**config.mk**
```make
export PLATFORM = sky130hd
export DESIGN_NAME = usb_pd_sink_policy_engine
export DESIGN_NICKNAME = d
export VERILOG_FILES = /design/src/hw/rtl/usbpd_pkg.sv /design/src/hw/rtl/usb_pd_sink_policy_engine.sv /design/src/hw/rtl/usbpd_step.sv /design/src/hw/rtl/usbpd_txq.sv
export SDC_FILE = /design/constraint.sdc
export NUM_CORES = 1
export LEC_CHECK = 0
export BUFFER_PORTS_ARGS = -buffer_cell sky130_fd_sc_hd__buf_2
export CAP_MARGIN = 20
export CORE_MARGIN = 3
export CORE_UTILIZATION = 54
export DETAILED_ROUTE_END_ITERATION = 8
export PLACE_DENSITY = 0.87
export REMOVE_ABC_BUFFERS = 1
export SLEW_MARGIN = 20
export SYNTH_ARGS = -nofsm -noshare
export SYNTH_HDL_FRONTEND = slang
export SYNTH_SLANG_ARGS = --single-unit
```
**constraint.sdc**
```tcl
create_clock -name i_clk -period 6.7 [get_ports i_clk]
set_input_delay 1.005 -clock i_clk [delete_from_list [all_inputs] [get_ports i_clk]]
set_output_delay 1.005 -clock i_clk [all_outputs]
set_load 0.02 [all_outputs]
```
**src/hw/rtl/usbpd_pkg.sv**
```systemverilog
`timescale 1ns / 1ps
// ----------------------------------------------------------------------------
// usbpd_pkg
// Shared types, codes and constants of the USB-PD sink policy engine.
// ----------------------------------------------------------------------------
package usbpd_pkg;

    // Largest data object count that a received header may announce.
    localparam logic [2:0] MAX_OBJECTS = 3'd7;

    // Input operation codes.
    localparam logic [1:0] OP_HEADER     = 2'd0;
    localparam logic [1:0] OP_OBJECT     = 2'd1;
    localparam logic [1:0] OP_LINK_RESET = 2'd2;

    // Result kinds.
    localparam logic [1:0] KIND_STATUS = 2'd0;
    localparam logic [1:0] KIND_HEADER = 2'd1;
    localparam logic [1:0] KIND_DATA   = 2'd2;

    // Negotiation states.
    localparam logic [1:0] NEG_NEGOTIATING = 2'd0;
    localparam logic [1:0] NEG_CONTRACT    = 2'd1;
    localparam logic [1:0] NEG_FALLBACK    = 2'd2;

    // Amplifier mode recommendations.
    localparam logic [1:0] AMP_NORMAL = 2'd0;
    localparam logic [1:0] AMP_HIGH   = 2'd2;

    // Control message types.
    localparam logic [4:0] CTRL_GOODCRC       = 5'd1;
    localparam logic [4:0] CTRL_ACCEPT        = 5'd3;
    localparam logic [4:0] CTRL_REJECT        = 5'd4;
    localparam logic [4:0] CTRL_PS_RDY        = 5'd6;
    localparam logic [4:0] CTRL_GET_SINK_CAP  = 5'd8;
    localparam logic [4:0] CTRL_WAIT          = 5'd12;
    localparam logic [4:0] CTRL_SOFT_RESET    = 5'd13;
    localparam logic [4:0] CTRL_NOT_SUPPORTED = 5'd16;

    // Data message types.
    localparam logic [4:0] DATA_SOURCE_CAP = 5'd1;
    localparam logic [4:0] DATA_REQUEST    = 5'd2;
    localparam logic [4:0] DATA_SINK_CAP   = 5'd4;

    // Configuration register indexes.
    localparam logic [1:0] CFG_MAX_REQUEST_MV = 2'd0;
    localparam logic [1:0] CFG_SINK_CAP_WORD  = 2'd1;
    localparam logic [1:0] CFG_HIGH_POWER_MV  = 2'd2;

    // Reset values.
    localparam logic [15:0] MAX_REQUEST_MV_RST = 16'd20000;
    localparam logic [31:0] SINK_CAP_WORD_RST  = 32'd67211564;
    localparam logic [15:0] HIGH_POWER_MV_RST  = 16'd9000;
    localparam logic [15:0] DEFAULT_MV         = 16'd5000;
    localparam logic [13:0] DEFAULT_MA         = 14'd500;
    localparam logic [15:0] MIN_CONTRACT_MV    = 16'd5000;

    typedef struct packed {
        logic [1:0]  neg_state;
        logic        neg_failed;
        logic        has_contract;
        logic [15:0] contract_mv;
        logic [13:0] contract_ma;
        logic [15:0] requested_mv;
        logic [2:0]  source_pdo_total;
    } t_status;

    typedef struct packed {
        logic [4:0]  rx_type;
        logic [1:0]  rx_revision;
        logic [2:0]  rx_id;
        logic [2:0]  objects_left;
        logic        rx_extended;
        logic [2:0]  object_index;
        logic [2:0]  best_position;
        logic [15:0] best_mv;
        logic [9:0]  best_current_units;
        logic [2:0]  tx_id;
        logic [2:0]  last_rx_id;
        logic        last_rx_id_valid;
        logic        accepted;
        logic [15:0] pending_mv;
        logic [13:0] pending_ma;
        t_status     status;
    } t_state;

    // All results of one input item: up to two transmitted words and the status.
    typedef struct packed {
        logic [1:0]  tx_count;
        logic [15:0] tx_header;
        logic [31:0] tx_object;
        t_status     status;
        logic [1:0]  amp_mode;
    } t_bundle;

    function automatic logic [15:0] make_header(
        input logic [4:0] msg_type,
        input logic [2:0] count,
        input logic [2:0] id
    );
        make_header = {1'b0, count, id, 1'b0, 2'b01, 1'b0, msg_type};
    endfunction

endpackage

```
**src/hw/rtl/usb_pd_sink_policy_engine.sv**
```systemverilog
`timescale 1ns / 1ps
// ----------------------------------------------------------------------------
// usb_pd_sink_policy_engine
// USB-PD revision 2 sink policy engine working on received message words.
// ----------------------------------------------------------------------------
// The engine accepts one received word per cycle: a message header (op 0),
// a data object (op 1) or a link reset (op 2). The word is fully processed in
// the cycle it is accepted, and every result it causes (an optional
// transmitted header, an optional transmitted data object, and always a
// closing status report with last set) is written as one bundle into a
// two-entry result queue. Results leave that queue one per output
// transaction, so an item gives one to three results; with
// the output always ready, items that cause only a status report flow at one
// per cycle, and input ready drops only when both queue entries hold
// undelivered bundles. A source capabilities message is answered with a
// Request for the highest fixed PDO at or below max_request_mv; Accept, PS_RDY,
// Reject, Wait, Soft_Reset, Get_Sink_Cap and GoodCRC are handled as a sink
// does, other control messages of revision 2 or later get Not_Supported, and
// extended messages are ignored. The configuration port is always ready;
// registers are meant to be written only while the engine is idle. Status
// fields on every result reflect the state after the word that caused it.
// ----------------------------------------------------------------------------
module usb_pd_sink_policy_engine (
    input  logic        i_clk,
    input  logic        i_rst_n,
    // Received word channel.
    input  logic        i_valid,
    output logic        o_ready,
    input  logic [1:0]  i_op,
    input  logic [31:0] i_word,
    // Result channel.
    output logic        o_valid,
    input  logic        i_ready,
    output logic [1:0]  o_kind,
    output logic [31:0] o_tx_word,
    output logic        o_last,
    output logic [1:0]  o_neg_state,
    output logic        o_neg_failed,
    output logic        o_has_contract,
    output logic [15:0] o_contract_mv,
    output logic [13:0] o_contract_ma,
    output logic [15:0] o_requested_mv,
    output logic [2:0]  o_source_pdo_total,
    output logic [1:0]  o_amp_mode,
    // Configuration write channel.
    input  logic        i_cfg_valid,
    output logic        o_cfg_ready,
    input  logic [1:0]  i_cfg_index,
    input  logic [31:0] i_cfg_data
);

    usbpd_pkg::t_state  r_state;
    usbpd_pkg::t_state  n_state;
    usbpd_pkg::t_state  rst_state;
    usbpd_pkg::t_bundle n_bundle;
    usbpd_pkg::t_status head_status;
    logic [15:0]        r_max_request_mv;
    logic [31:0]        r_sink_cap_word;
    logic [15:0]        r_high_power_mv;
    logic               q_full;
    logic               in_take;

    assign o_ready     = !q_full;
    assign o_cfg_ready = 1'b1;
    assign in_take     = i_valid && o_ready;

    // Configuration registers.
    always_ff @(posedge i_clk) begin
        if (!i_rst_n) begin
            r_max_request_mv <= usbpd_pkg::MAX_REQUEST_MV_RST;
            r_sink_cap_word  <= usbpd_pkg::SINK_CAP_WORD_RST;
            r_high_power_mv  <= usbpd_pkg::HIGH_POWER_MV_RST;
        end else if (i_cfg_valid) begin
            unique case (i_cfg_index)
                usbpd_pkg::CFG_MAX_REQUEST_MV: r_max_request_mv <= i_cfg_data[15:0];
                usbpd_pkg::CFG_SINK_CAP_WORD:  r_sink_cap_word  <= i_cfg_data;
                usbpd_pkg::CFG_HIGH_POWER_MV:  r_high_power_mv  <= i_cfg_data[15:0];
                default: begin
                end
            endcase
        end
    end

    // All message decoding and policy decisions for one word.
    usbpd_step u_step (
        .i_state          (r_state),
        .i_op             (i_op),
        .i_word           (i_word),
        .i_max_request_mv (r_max_request_mv),
        .i_sink_cap_word  (r_sink_cap_word),
        .i_high_power_mv  (r_high_power_mv),
        .o_state          (n_state),
        .o_bundle         (n_bundle)
    );

    // After reset the engine is negotiating at 5 V and 500 mA with nothing pending.
    always_comb begin
        rst_state                    = '0;
        rst_state.status.contract_mv = usbpd_pkg::DEFAULT_MV;
        rst_state.status.contract_ma = usbpd_pkg::DEFAULT_MA;
    end

    // Engine state advances only on an accepted word.
    always_ff @(posedge i_clk) begin
        if (!i_rst_n) begin
            r_state <= rst_state;
        end else if (in_take) begin
            r_state <= n_state;
        end
    end

    // Result queue; it also serializes each bundle into single results.
    usbpd_txq u_txq (
        .i_clk      (i_clk),
        .i_rst_n    (i_rst_n),
        .i_push     (in_take),
        .i_bundle   (n_bundle),
        .o_full     (q_full),
        .o_valid    (o_valid),
        .i_ready    (i_ready),
        .o_kind     (o_kind),
        .o_tx_word  (o_tx_word),
        .o_last     (o_last),
        .o_status   (head_status),
        .o_amp_mode (o_amp_mode)
    );

    assign o_neg_state        = head_status.neg_state;
    assign o_neg_failed       = head_status.neg_failed;
    assign o_has_contract     = head_status.has_contract;
    assign o_contract_mv      = head_status.contract_mv;
    assign o_contract_ma      = head_status.contract_ma;
    assign o_requested_mv     = head_status.requested_mv;
    assign o_source_pdo_total = head_status.source_pdo_total;

    // The closing result of every word is a status report.
    a_last_is_status: assert property (@(posedge i_clk) disable iff (!i_rst_n)
        (o_valid && o_last) |-> (o_kind == usbpd_pkg::KIND_STATUS))
        else $error("last result is not a status report");

    // A transmitted data object is always followed by the status report.
    a_data_not_last: assert property (@(posedge i_clk) disable iff (!i_rst_n)
        (o_valid && o_kind == usbpd_pkg::KIND_DATA) |-> !o_last)
        else $error("data object marked as last result");

    // Input back-pressure only occurs while results are waiting.
    a_stall_has_results: assert property (@(posedge i_clk) disable iff (!i_rst_n)
        !o_ready |-> o_valid)
        else $error("input stalled with no pending results");

    // High amplifier mode is never shown on a result without a contract.
    a_amp_needs_contract: assert property (@(posedge i_clk) disable iff (!i_rst_n)
        (o_valid && o_amp_mode == usbpd_pkg::AMP_HIGH) |-> o_has_contract)
        else $error("high amplifier mode without a contract");

endmodule

```
**src/hw/rtl/usbpd_step.sv**
```systemverilog
`timescale 1ns / 1ps
// ----------------------------------------------------------------------------
// usbpd_step
// Next-state and result logic for one received word of the policy engine.
// ----------------------------------------------------------------------------
module usbpd_step (
    input  usbpd_pkg::t_state  i_state,
    input  logic [1:0]         i_op,
    input  logic [31:0]        i_word,
    input  logic [15:0]        i_max_request_mv,
    input  logic [31:0]        i_sink_cap_word,
    input  logic [15:0]        i_high_power_mv,
    output usbpd_pkg::t_state  o_state,
    output usbpd_pkg::t_bundle o_bundle
);

    usbpd_pkg::t_state  n_state;
    usbpd_pkg::t_bundle n_bundle;
    logic               complete;
    logic [2:0]         msg_count;
    logic [2:0]         hdr_count;
    logic [9:0]         pdo_units;
    logic [15:0]        pdo_mv;
    logic [13:0]        req_ma;
    logic [9:0]         req_cu;

    // Fixed PDO voltage is in 50 mV units: x * 50 = x*32 + x*16 + x*2.
    assign pdo_units = i_word[19:10];
    assign pdo_mv    = ({6'b0, pdo_units} << 5) + ({6'b0, pdo_units} << 4)
                     + ({6'b0, pdo_units} << 1);
    assign hdr_count = i_word[14:12];

    always_comb begin
        n_state            = i_state;
        n_bundle           = '0;
        complete           = 1'b0;
        msg_count          = 3'd0;
        req_cu             = 10'd0;
        req_ma             = 14'd0;

        unique case (i_op)
            usbpd_pkg::OP_HEADER: begin
                n_state.rx_type            = i_word[4:0];
                n_state.rx_revision        = i_word[7:6];
                n_state.rx_id              = i_word[11:9];
                n_state.rx_extended        = i_word[15];
                n_state.object_index       = 3'd0;
                n_state.best_position      = 3'd0;
                n_state.best_mv            = 16'd0;
                n_state.best_current_units = 10'd0;
                n_state.objects_left       = 3'd0;
                if (hdr_count <= usbpd_pkg::MAX_OBJECTS) begin
                    if (hdr_count == 3'd0) begin
                        complete = 1'b1;
                    end else begin
                        n_state.objects_left = hdr_count;
                    end
                end
            end
            usbpd_pkg::OP_OBJECT: begin
                if (i_state.objects_left != 3'd0) begin
                    if (i_word[31:30] == 2'b00 && pdo_mv <= i_max_request_mv
                            && pdo_mv > i_state.best_mv) begin
                        n_state.best_position      = i_state.object_index + 3'd1;
                        n_state.best_mv            = pdo_mv;
                        n_state.best_current_units = i_word[9:0];
                    end
                    n_state.object_index = i_state.object_index + 3'd1;
                    n_state.objects_left = i_state.objects_left - 3'd1;
                    if (i_state.objects_left == 3'd1) begin
                        complete  = 1'b1;
                        msg_count = i_state.object_index + 3'd1;
                    end
                end
            end
            usbpd_pkg::OP_LINK_RESET: begin
                n_state.objects_left     = 3'd0;
                n_state.tx_id            = 3'd0;
                n_state.last_rx_id_valid = 1'b0;
                n_state.accepted         = 1'b0;
            end
            default: begin
            end
        endcase

        if (complete && !n_state.rx_extended) begin
            if (msg_count == 3'd0 && n_state.rx_type == usbpd_pkg::CTRL_GOODCRC) begin
                n_state.tx_id = n_state.tx_id + 3'd1;
            end else if (!(n_state.last_rx_id_valid
                           && n_state.rx_id == n_state.last_rx_id)) begin
                n_state.last_rx_id       = n_state.rx_id;
                n_state.last_rx_id_valid = 1'b1;
                if (msg_count != 3'd0) begin
                    if (n_state.rx_type == usbpd_pkg::DATA_SOURCE_CAP) begin
                        if (n_state.best_position == 3'd0) begin
                            n_state.status.neg_state  = usbpd_pkg::NEG_FALLBACK;
                            n_state.status.neg_failed = 1'b1;
                        end else begin
                            req_cu = n_state.best_current_units;
                            req_ma = ({4'b0, req_cu} << 3) + ({4'b0, req_cu} << 1);
                            n_state.pending_mv              = n_state.best_mv;
                            n_state.pending_ma              = req_ma;
                            n_state.accepted                = 1'b0;
                            n_state.status.source_pdo_total = msg_count;
                            n_state.status.requested_mv     = n_state.best_mv;
                            n_bundle.tx_count  = 2'd2;
                            n_bundle.tx_header = usbpd_pkg::make_header(
                                usbpd_pkg::DATA_REQUEST, 3'd1, n_state.tx_id);
                            n_bundle.tx_object = {1'b0, n_state.best_position, 2'b00,
                                                  1'b1, 1'b1, 4'b0000, req_cu, req_cu};
                        end
                    end
                end else begin
                    unique case (n_state.rx_type) inside
                        usbpd_pkg::CTRL_ACCEPT: begin
                            n_state.accepted = 1'b1;
                        end
                        usbpd_pkg::CTRL_PS_RDY: begin
                            if (n_state.accepted
                                    && n_state.pending_mv >= usbpd_pkg::MIN_CONTRACT_MV) begin
                                n_state.status.has_contract = 1'b1;
                                n_state.status.neg_failed   = 1'b0;
                                n_state.status.contract_mv  = n_state.pending_mv;
                                n_state.status.contract_ma  = n_state.pending_ma;
                                n_state.status.neg_state    = usbpd_pkg::NEG_CONTRACT;
                            end
                        end
                        usbpd_pkg::CTRL_REJECT, usbpd_pkg::CTRL_WAIT: begin
                            n_state.status.neg_state  = usbpd_pkg::NEG_FALLBACK;
                            n_state.status.neg_failed = 1'b1;
                        end
                        usbpd_pkg::CTRL_SOFT_RESET: begin
                            n_state.tx_id            = 3'd0;
                            n_state.last_rx_id_valid = 1'b0;
                            n_state.accepted         = 1'b0;
                            n_bundle.tx_count  = 2'd1;
                            n_bundle.tx_header = usbpd_pkg::make_header(
                                usbpd_pkg::CTRL_ACCEPT, 3'd0, 3'd0);
                        end
                        usbpd_pkg::CTRL_GET_SINK_CAP: begin
                            n_bundle.tx_count  = 2'd2;
                            n_bundle.tx_header = usbpd_pkg::make_header(
                                usbpd_pkg::DATA_SINK_CAP, 3'd1, n_state.tx_id);
                            n_bundle.tx_object = i_sink_cap_word;
                        end
                        default: begin
                            if (n_state.rx_revision != 2'd0) begin
                                n_bundle.tx_count  = 2'd1;
                                n_bundle.tx_header = usbpd_pkg::make_header(
                                    usbpd_pkg::CTRL_NOT_SUPPORTED, 3'd0, n_state.tx_id);
                            end
                        end
                    endcase
                end
            end
        end

        n_bundle.status   = n_state.status;
        n_bundle.amp_mode = (n_state.status.has_contract
                             && n_state.status.contract_mv >= i_high_power_mv)
                            ? usbpd_pkg::AMP_HIGH : usbpd_pkg::AMP_NORMAL;
    end

    assign o_state  = n_state;
    assign o_bundle = n_bundle;

endmodule

```
**src/hw/rtl/usbpd_txq.sv**
```systemverilog
`timescale 1ns / 1ps
// ----------------------------------------------------------------------------
// usbpd_txq
// Two-entry queue of result bundles, sent out one result per transaction.
// ----------------------------------------------------------------------------
module usbpd_txq (
    input  logic               i_clk,
    input  logic               i_rst_n,
    input  logic               i_push,
    input  usbpd_pkg::t_bundle i_bundle,
    output logic               o_full,
    output logic               o_valid,
    input  logic               i_ready,
    output logic [1:0]         o_kind,
    output logic [31:0]        o_tx_word,
    output logic               o_last,
    output usbpd_pkg::t_status o_status,
    output logic [1:0]         o_amp_mode
);

    usbpd_pkg::t_bundle r_entry [2];
    usbpd_pkg::t_bundle head;
    logic               r_wr_ptr;
    logic               r_rd_ptr;
    logic [1:0]         r_count;
    logic [1:0]         r_sub;
    logic               take;
    logic               pop;

    assign head    = r_entry[r_rd_ptr];
    assign o_valid = (r_count != 2'd0);
    assign o_full  = (r_count == 2'd2);
    assign o_last  = (r_sub == head.tx_count);
    assign take    = o_valid && i_ready;
    assign pop     = take && o_last;

    always_comb begin
        if (r_sub < head.tx_count) begin
            if (r_sub == 2'd0) begin
                o_kind    = usbpd_pkg::KIND_HEADER;
                o_tx_word = {16'd0, head.tx_header};
            end else begin
                o_kind    = usbpd_pkg::KIND_DATA;
                o_tx_word = head.tx_object;
            end
        end else begin
            o_kind    = usbpd_pkg::KIND_STATUS;
            o_tx_word = 32'd0;
        end
    end

    assign o_status   = head.status;
    assign o_amp_mode = head.amp_mode;

    always_ff @(posedge i_clk) begin
        if (i_push) begin
            r_entry[r_wr_ptr] <= i_bundle;
        end
    end

    always_ff @(posedge i_clk) begin
        if (!i_rst_n) begin
            r_wr_ptr <= 1'b0;
            r_rd_ptr <= 1'b0;
            r_count  <= 2'd0;
            r_sub    <= 2'd0;
        end else begin
            if (i_push) begin
                r_wr_ptr <= ~r_wr_ptr;
            end
            if (pop) begin
                r_rd_ptr <= ~r_rd_ptr;
                r_sub    <= 2'd0;
            end else if (take) begin
                r_sub <= r_sub + 2'd1;
            end
            if (i_push && !pop) begin
                r_count <= r_count + 2'd1;
            end else if (pop && !i_push) begin
                r_count <= r_count - 2'd1;
            end
        end
    end

endmodule

```
-- After elaboration in Yosys (flattened, before gate mapping)
Memories as Yosys holds them, arrays and structs flattened. A register that Yosys moved wholly into a read port is not among the register bits.
Cells that the tools add are included.
Widths: inputs -> output; s select.
- logic and storage cells: 168
- output and inout port bits: 93
- bits of input ports: 73
- memories: 1
- bits in writable memories: 210
- flip-flop bits (word level): 207
- memories (memory ; depth ; bits a word ; rd ports ; clocked after memory_dff ; wr ports ; line ; RTL):
    u_txq.r_entry ; 2 ; 105 ; 1 ; 1 ; 1 ; usbpd_txq.sv:21 ; usbpd_pkg::t_bundle r_entry [2];
- reductions and logical operators: 40
- order comparisons: 6
- eq/ne operators: 16
- bitwise operators: 6
- add/subtract/negate cells: 9
- mux-type cells: 61
- operator list (cell ; count):
    $mux 50 ; 6
    $mux 91 ; 2
    $mux 32 ; 4
    $mux 31 ; 3
    $mux 88 ; 1
    $mux 34 ; 2
    $pmux 32 s2 ; 1
    $mux 19 ; 3
    $pmux 18 s3 ; 1
    $mux 3 ; 12
    $mux 30 ; 1
    $mux 29 ; 1
    $mux 17 ; 1
    $add 15x14->16 ; 1
    $add 16x11->16 ; 1
    $ge 16x13->1 const B ; 1
    $ge 16x16->1 ; 1
    $gt 16x16->1 ; 1
    $le 16x16->1 ; 1
    $eq 5x4->1 const B ; 3
    $add 13x11->14 ; 1
    $logic_and 1x1->1 ; 12
    $mux 1 ; 12
    $mux 2 ; 6
    other kinds (31) ; 60

-- Logic depth before layout (Yosys ltp)
Gate-level depths: netlist of run 1.
- word-level depth: 18
- mapped depth: 31
- mapped depth without buffers: 29

-- Cells and area by module
From an unflattened synthesis of run 1, not the netlist that was laid out.
- cells, all modules: 2038
- area, all modules: 20714.9 µm²
- by module, submodules not included (module ; times used ; sequential area each (µm²) ; cells each ; area an instance (µm²)):
    usbpd_txq ; 1 ; 6446.2 ; 406 ; 8099.0
    usb_pd_sink_policy_engine ; 1 ; 4023.9 ; 854 ; 7277.0
    usbpd_step ; 1 ; 0.0 ; 778 ; 5338.9

-- Worst setup path before layout of run 1
No wires, ideal clock.
- path kind: input to register
- start point: in i_word[10]
- end point: reg r_state[65] (netlist bit)
- data required time: 6.604 ns
- slack: 0.014 ns
- buffers on the path: 1
- cell stages on the path: 28
- arrival time: 6.591 ns
- setup time: 0.096 ns
- cells stage by stage: fa_1 > ha_1 > inv_1 > fa_1 > nor2b_1 > o21ai_0 > nand2b_1 > a31oi_1 > a211o_1 > o21ai_0 > ha_1 > nand4_1 > nor3_1 > a2111oi_0 > o211a_1 > nand2_1 > buf_2 > a31oi_1 > inv_1 > ha_1 > a21oi_1 > o21ai_0 > o31ai_1 > a21boi_0 > o21ai_0 > nand2b_1 > and3_1 > o41ai_2
- RTL lines (what ; line ; RTL):
    start: declaration ; usb_pd_sink_policy_engine.sv:30 ; input logic [31:0] i_word,
    end signal: assignment ; usb_pd_sink_policy_engine.sv:106 ; r_state <= rst_state;
    end signal: assignment ; usb_pd_sink_policy_engine.sv:108 ; r_state <= n_state;
    end: declaration ; usb_pd_sink_policy_engine.sv:52 ; usbpd_pkg::t_state r_state;

==> metrics.txt, run 1 <==
Pleak 8.443 nW; status complete, no violations; Tmin final 6325 ps; Die H 192.0 um; Finished Core Util 63.92%; # DRC 0; worst-margin pin slew 1068 ps; clock slew at reported path FFs 60 ps; TritonCTS clock tree yes; Iter 0 DRT Violations 1,355; Port-buffer cells 153; DR vias 14,450; post-route clock period utilization 94.40%; gpl congestion 0.9091; Synth Flop Type dfxtp_1; clk buf depth 3; crit end category flop; Seq/Total Area, Yosys 53.07%; critical path's slowest cell fa_1; Area after DPL 0.02022 mm^2; Critical Path Most Common Cell ha_1; drt total wl 47.84 mm; Async SR Flop Fraction 0%; Cell Pwr Density 326.3 mW/mm^2; Peak supply drop 200.7 uV; Skew-Pair Late Insertion Delay 540 ps; Post-synth EDFFs 192; worst-path fanout max 6; fin cells 2,476; CTS Buf Count 39; share of layout cells above drive strength 1 21.19%; final slew viol count 0; first-pass iteration count of the detailed router 7; final setup fails 0; worst hold path startpoint r_state[19]; Placed Cells 2,399; vias in the first global route 14,100; die width 192.0 um; Synth cell types 71; GRT Util Overall 25.43%; Crit path arrival time 6750 ps; CP startpoint kind input pin; I/O pin total 166; row count 67; GRT overflow 0; Max Clock Skew 16.19 ps; Max transition margin 28.54%; crit path launch i_word[10]; Yosys warning total 0; post-route cell area 0.02160 mm^2; core box area 0.03378 mm^2; CTS Hold Buffers Added 0; Root Buffer clkbuf_16; Sinks on Clock Net 399; Vias/cell 5.834; Crit Reg-Reg Startpoint r_state[124]; max frequency 0.1581 GHz; CP Class in2reg; final hold vios 0; HPWL Detailed 32.41 mm; ANT nets after route 0; Die ar. 0.03685 mm^2; Min Hold Slack 421.3 ps; WL per Instance 19.32 um; P&R area growth vs syn 15.64%; WP data required 7120 ps; Starting Density 55.28%; cells after synthesis 1,826; Max Cap Violations 0; largest net degree at the start of global routing 82; CP max stage delay 540 ps; initial antenna violation count 3; Syn Std Cell Area 0.01867 mm^2; total power 7.047 mW; Worst Hold Class reg2reg; global-route wire length before repair 74.11 mm; CTS HTree Levels 2; Nets 2,158; syn_area_per_cell 10.23 um^2; Yosys reg bits 399
[path summary, 6_finish.rpt]
kind | slack [ps] | cells past startpoint | to
setup / recovery | 380 | 29 | r_state[65]
setup reg to reg | 1530 | 15 | u_txq.r_entry[1][1]
hold reg to reg | 420 | 2 | r_state[19]
hold / removal | 420 | 2 | r_state[19]
[cells by family after synthesis]
kind of cell               Yosys count  synth area share (%)
and+or+nand+nor                    618                 14.39
DFF                                399                 53.07
AOI/OAI and AO/OA                  325                 10.81
buffers and inverters              195                 4.141
muxes                              177                 10.25
adders and majority gates           91                 6.419
xor gates and xnor gates            19                0.8911
other                                2               0.04022
[worst max-delay path, delay by kind of cell]
family | cells | cell delay [ps]
buf+inv | 5 | 590
xor+xnor | 1 | 310
fa+ha+maj | 5 | 1720
compound gates | 12 | 2330
simple gates | 6 | 780
[per-stage QoR]
step / TNS, ps / setup slack [ps]
after floorplan: -4875 / -884.6
after global placement: -708.6 / -283.7
after detailed placement: -1953 / -611.8
after CTS: 0 / 13.74
after global routing: -105.6 / -59.77
final: 0 / 375.1
[Yosys cell counts, types with 13 or more instances]
| cell type | number | area (um^2) |
|---|---|---|
| a21oi_1 | 133 | 665.6 |
| nand2_1 | 268 | 1006 |
| o21ai_0 | 51 | 255.2 |
| nor3_1 | 24 | 120.1 |
| edfxtp_1 | 192 | 5766 |
| mux2i_1 | 73 | 730.7 |
| mux2_2 | 99 | 1115 |
| xnor2_1 | 13 | 113.9 |
| and2_1 | 15 | 93.84 |
| nor2_1 | 194 | 728.2 |
| dfxtp_1 | 207 | 4144 |
| buf_2 | 15 | 75.07 |
| buf_1 | 14 | 52.55 |
| a31oi_1 | 16 | 100.1 |
| clkbuf_1 | 66 | 247.7 |
| nand3_1 | 44 | 220.2 |
| inv_1 | 94 | 352.8 |
| a21o_1 | 14 | 105.1 |
| ha_1 | 83 | 1039 |
| a211oi_1 | 32 | 240.2 |
[state kept, by name (all words and copies together), names as in the netlist, named ones only]
signal            cells
u_txq.r_entry       192
u_txq.r_rd_ptr        1
r_max_request_mv     16
r_sink_cap_word      32
u_txq.r_sub           2
r_high_power_mv      16
u_txq.r_wr_ptr        1
u_txq.r_count         2
r_state             136
[where the power goes]
part / total (mW) / internal (mW) / switching, mW / leakage, nW
logic: 1.87 / 0.708 / 1.16 / 4.30
clock network: 2.17 / 1.24 / 0.930 / 0.624
registers: 3.01 / 2.89 / 0.122 / 3.52
[metal layers]
layer	vias up	global-route usage, %	part of all wire, %
met2	647	41.85	48
li1	6767	-	-
met4	0	12.48	4.7
met3	154	3.450	7.0
met1	6878	33.16	41
met5	-	0	0
[cell type report]
class	instances	area, um^2
Timing Repair Buffer	227	1386
Clock inverter	14	133.9
Fill cell	2470	12190
Antenna cell	3	7.507
Inverter	95	359.1
Multi-Input combinational cell	1232	8123
Clock buffer	58	1112
Tap cell	448	560.5
Sequential cell	399	9913
[repair_timing]
action / in CTS / in global routing
endpoints found under the setup margin: 1 / 5
pin swaps: 0 / 7
buffers inserted: 0 / 2
resized for setup: 1 / 23
[layout by cell type, fill, tap and decap left out, drive strengths merged, types with 4 or more instances in the layout]
cell and instances:
inv 99, a2111oi 5, mux2i 78, xor2 6
o21ai 52, and2 15, clkbuf 58, edfxtp 192
o21a 10, nor3b 5, fa 8, o211ai 11
buf 227, nor3 24, and3 8, nor4 7
mux2 99, clkinv 8, nand3 45, a211oi 32
a21oi 133, nand3b 5, ha 83, nand2b 11
or3 10, a31oi 16, dfxtp 207, nor2 194
nand2 268, o22ai 10, nand4 8, a31o 8
xnor2 13, nor2b 5, a21o 14, a22oi 4
Power figures use the tool's default switching activity.
==> inputs of run 2 (changes only) <==
==> constraint.sdc (replaced) <==
create_clock -name i_clk -period 6.7 [get_ports i_clk]
set_input_delay 0.335 -clock i_clk [delete_from_list [all_inputs] [get_ports i_clk]]
set_output_delay 0.335 -clock i_clk [all_outputs]
set_load 0.02 [all_outputs]
==> run 2 against run 1 <==
- clock power rose by 4%
- worst setup slack better by 90 ps
- clock skew grew 13 ps
- via count shrank 1.2%
- flip-flop and latch count unchanged
- non-clock buffer count shrank 38
- global-route usage decreased by 0.17 points
- final cell count shrank 1.4%
- sequential share of layout area rose by 0.70 points
- wire length is 1.9% lower
- worst hold slack worse by 380 ps
- critical endpoint unchanged
- largest cell class unchanged
==> metrics.txt, run 2 (same netlist as run 1, synthesis figures left out) <==
status complete, no violations; drt total wl 46.90 mm; Die ar. 0.03685 mm^2; Max transition margin 27.20%; most frequent cells in the layout nand2_1 (267), dfxtp_1 (206), nor2_1 (192), edfxtp_1 (192), buf_2 (153); Port-buffer cells 153; fillers 2,517; Largest regs u_txq.r_entry x192, r_state x136, r_sink_cap_word x32; share of layout cells above drive strength 1 19.26%; worst-path fanout max 16; Vias/cell 5.848; Skew-Pair Late Insertion Delay 540 ps; max frequency 0.1604 GHz; Setup Fix Bufs, Post-CTS 0; worst r2r path cells 15; Tmin final 6235 ps; CP Class in2reg; total power 7.043 mW; Peak supply drop 183.3 uV; ANT nets after route 0; Finished Core Util 62.97%; clock slew at reported path FFs 60 ps; WP data required 7140 ps; CTS HTree Levels 2; P&R area growth vs syn 13.92%; Setup TNS 0 ps; Iter 0 DRT Violations 1,370; initial antenna violation count 4; # DRC 0; global-route wire length before repair 73.75 mm; die width 192.0 um; largest net degree at the start of global routing 98; Root Buffer clkbuf_16; crit path launch i_word[11]; vias in the first global route 14,160; M1 wire length 18.68 mm; met2 WL 22.67 mm; CTS Buf Count 40; WL per Instance 19.22 um; GRT overflow 0; DR vias 14,270; GRT Util Overall 25.26%; gpl congestion 0.9104; first-pass iteration count of the detailed router 7; Largest register FFs 192; Pleak 8.252 nW; CP max stage delay 530 ps; clk buf depth 3; crit end category flop; Biggest register u_txq.r_entry; CTS Hold Buffers Added 0; post-route clock period utilization 93.06%; most common cell after layout, fill and taps aside nand2_1; TritonCTS clock tree yes; worst-margin pin slew 1088 ps; reg2reg end u_txq.r_entry[1][1]; Worst Hold Class in2reg; Die H 192.0 um; critical path's slowest cell fa_1; I/O pin total 166; post-CTS resize count 0; Starting Density 55.28%; final setup fails 0; CP startpoint kind input pin; Max Clock Skew 29.00 ps; Max Cap Violations 0; HPWL Detailed 32.21 mm; final slew viol count 0; row count 67; Crit path arrival time 6680 ps; Cell Pwr Density 331.1 mW/mm^2; routed wl met3 3.412 mm; r2r setup slk 1750 ps; max layer used met4; worst hold path startpoint i_cfg_data[26]; Nets 2,121; Worst Setup EP r_state[65]; Sinks on Clock Net 399; core box area 0.03378 mm^2; Crit Reg-Reg Startpoint r_state[124]; final hold vios 0
## run 2: cell types whose count changed in the layout (fill, tap and decap cells not counted), moves of 4 or more
cell	delta
clkbuf_1	-7
clkinv_1	+5
clkbuf_8	-5
clkinvlp_4	+4
buf_4	-35
## run 2: power by group
| part | leakage [nW] | switching, mW | total (mW) | internal (mW) |
|---|---|---|---|---|
| sequential | 3.52 | 0.123 | 3.02 | 2.89 |
| clock | 0.644 | 0.942 | 2.26 | 1.32 |
| combinational | 4.09 | 1.13 | 1.77 | 0.634 |
| total | 8.25 | 2.20 | 7.04 | 4.84 |
## run 2: final cells by class
| cell class | instances | area (um^2) | share of cell area, % |
|---|---|---|---|
| Antenna cell | 4 | 10.01 | 0.04705 |
| Clock buffer | 47 | 1080 | 5.076 |
| Clock inverter | 27 | 256.5 | 1.206 |
| Inverter | 95 | 359.1 | 1.688 |
| Multi-Input combinational cell | 1232 | 8033 | 37.76 |
| Sequential cell | 399 | 9913 | 46.60 |
| Tap cell | 448 | 560.5 | 2.635 |
| Timing Repair Buffer | 189 | 1061 | 4.988 |
## run 2: worst max-delay path: cells and delay by family
kind	cells	cell delay, ps
buffers and inverters	5	640
XOR/XNOR	1	220
AND/OR/NAND/NOR	7	950
AO/OA/AOI/OAI	12	2820
adder cells (fa/ha/maj)	5	1710
## run 2: how the worst min path moves through the flow
stage                          endpoint  slack (ps)  cells past startpoint
detailed placement          r_state[19]         420                      2
floorplan                   r_state[19]         410                      2
global route        r_sink_cap_word[20]          30                      3
finish              r_sink_cap_word[26]          40                      3
global placement            r_state[19]         420                      2
CTS                 r_sink_cap_word[22]          20                      3
## run 2: metrics by stage
stage               area, um^2  hold WS (ps)  std cells  worst slack, ps
detailed placement       19910         419.4       2363            45.60
CTS                      21250         22.64       2437            558.4
floorplan                18260         405.1       1726           -214.6
global route             21270         25.91       2441           -28.43
global placement         19910         415.8       2363            330.7
finish                   21270         39.81       2441            464.8
## run 2: routing by layer
metal / vias up / track usage, %
met2: 662 / 41.87
met3: 136 / 3.906
met4: 0 / 12.50
met5: - / 0
met1: 6786 / 32.33
li1: 6690 / -
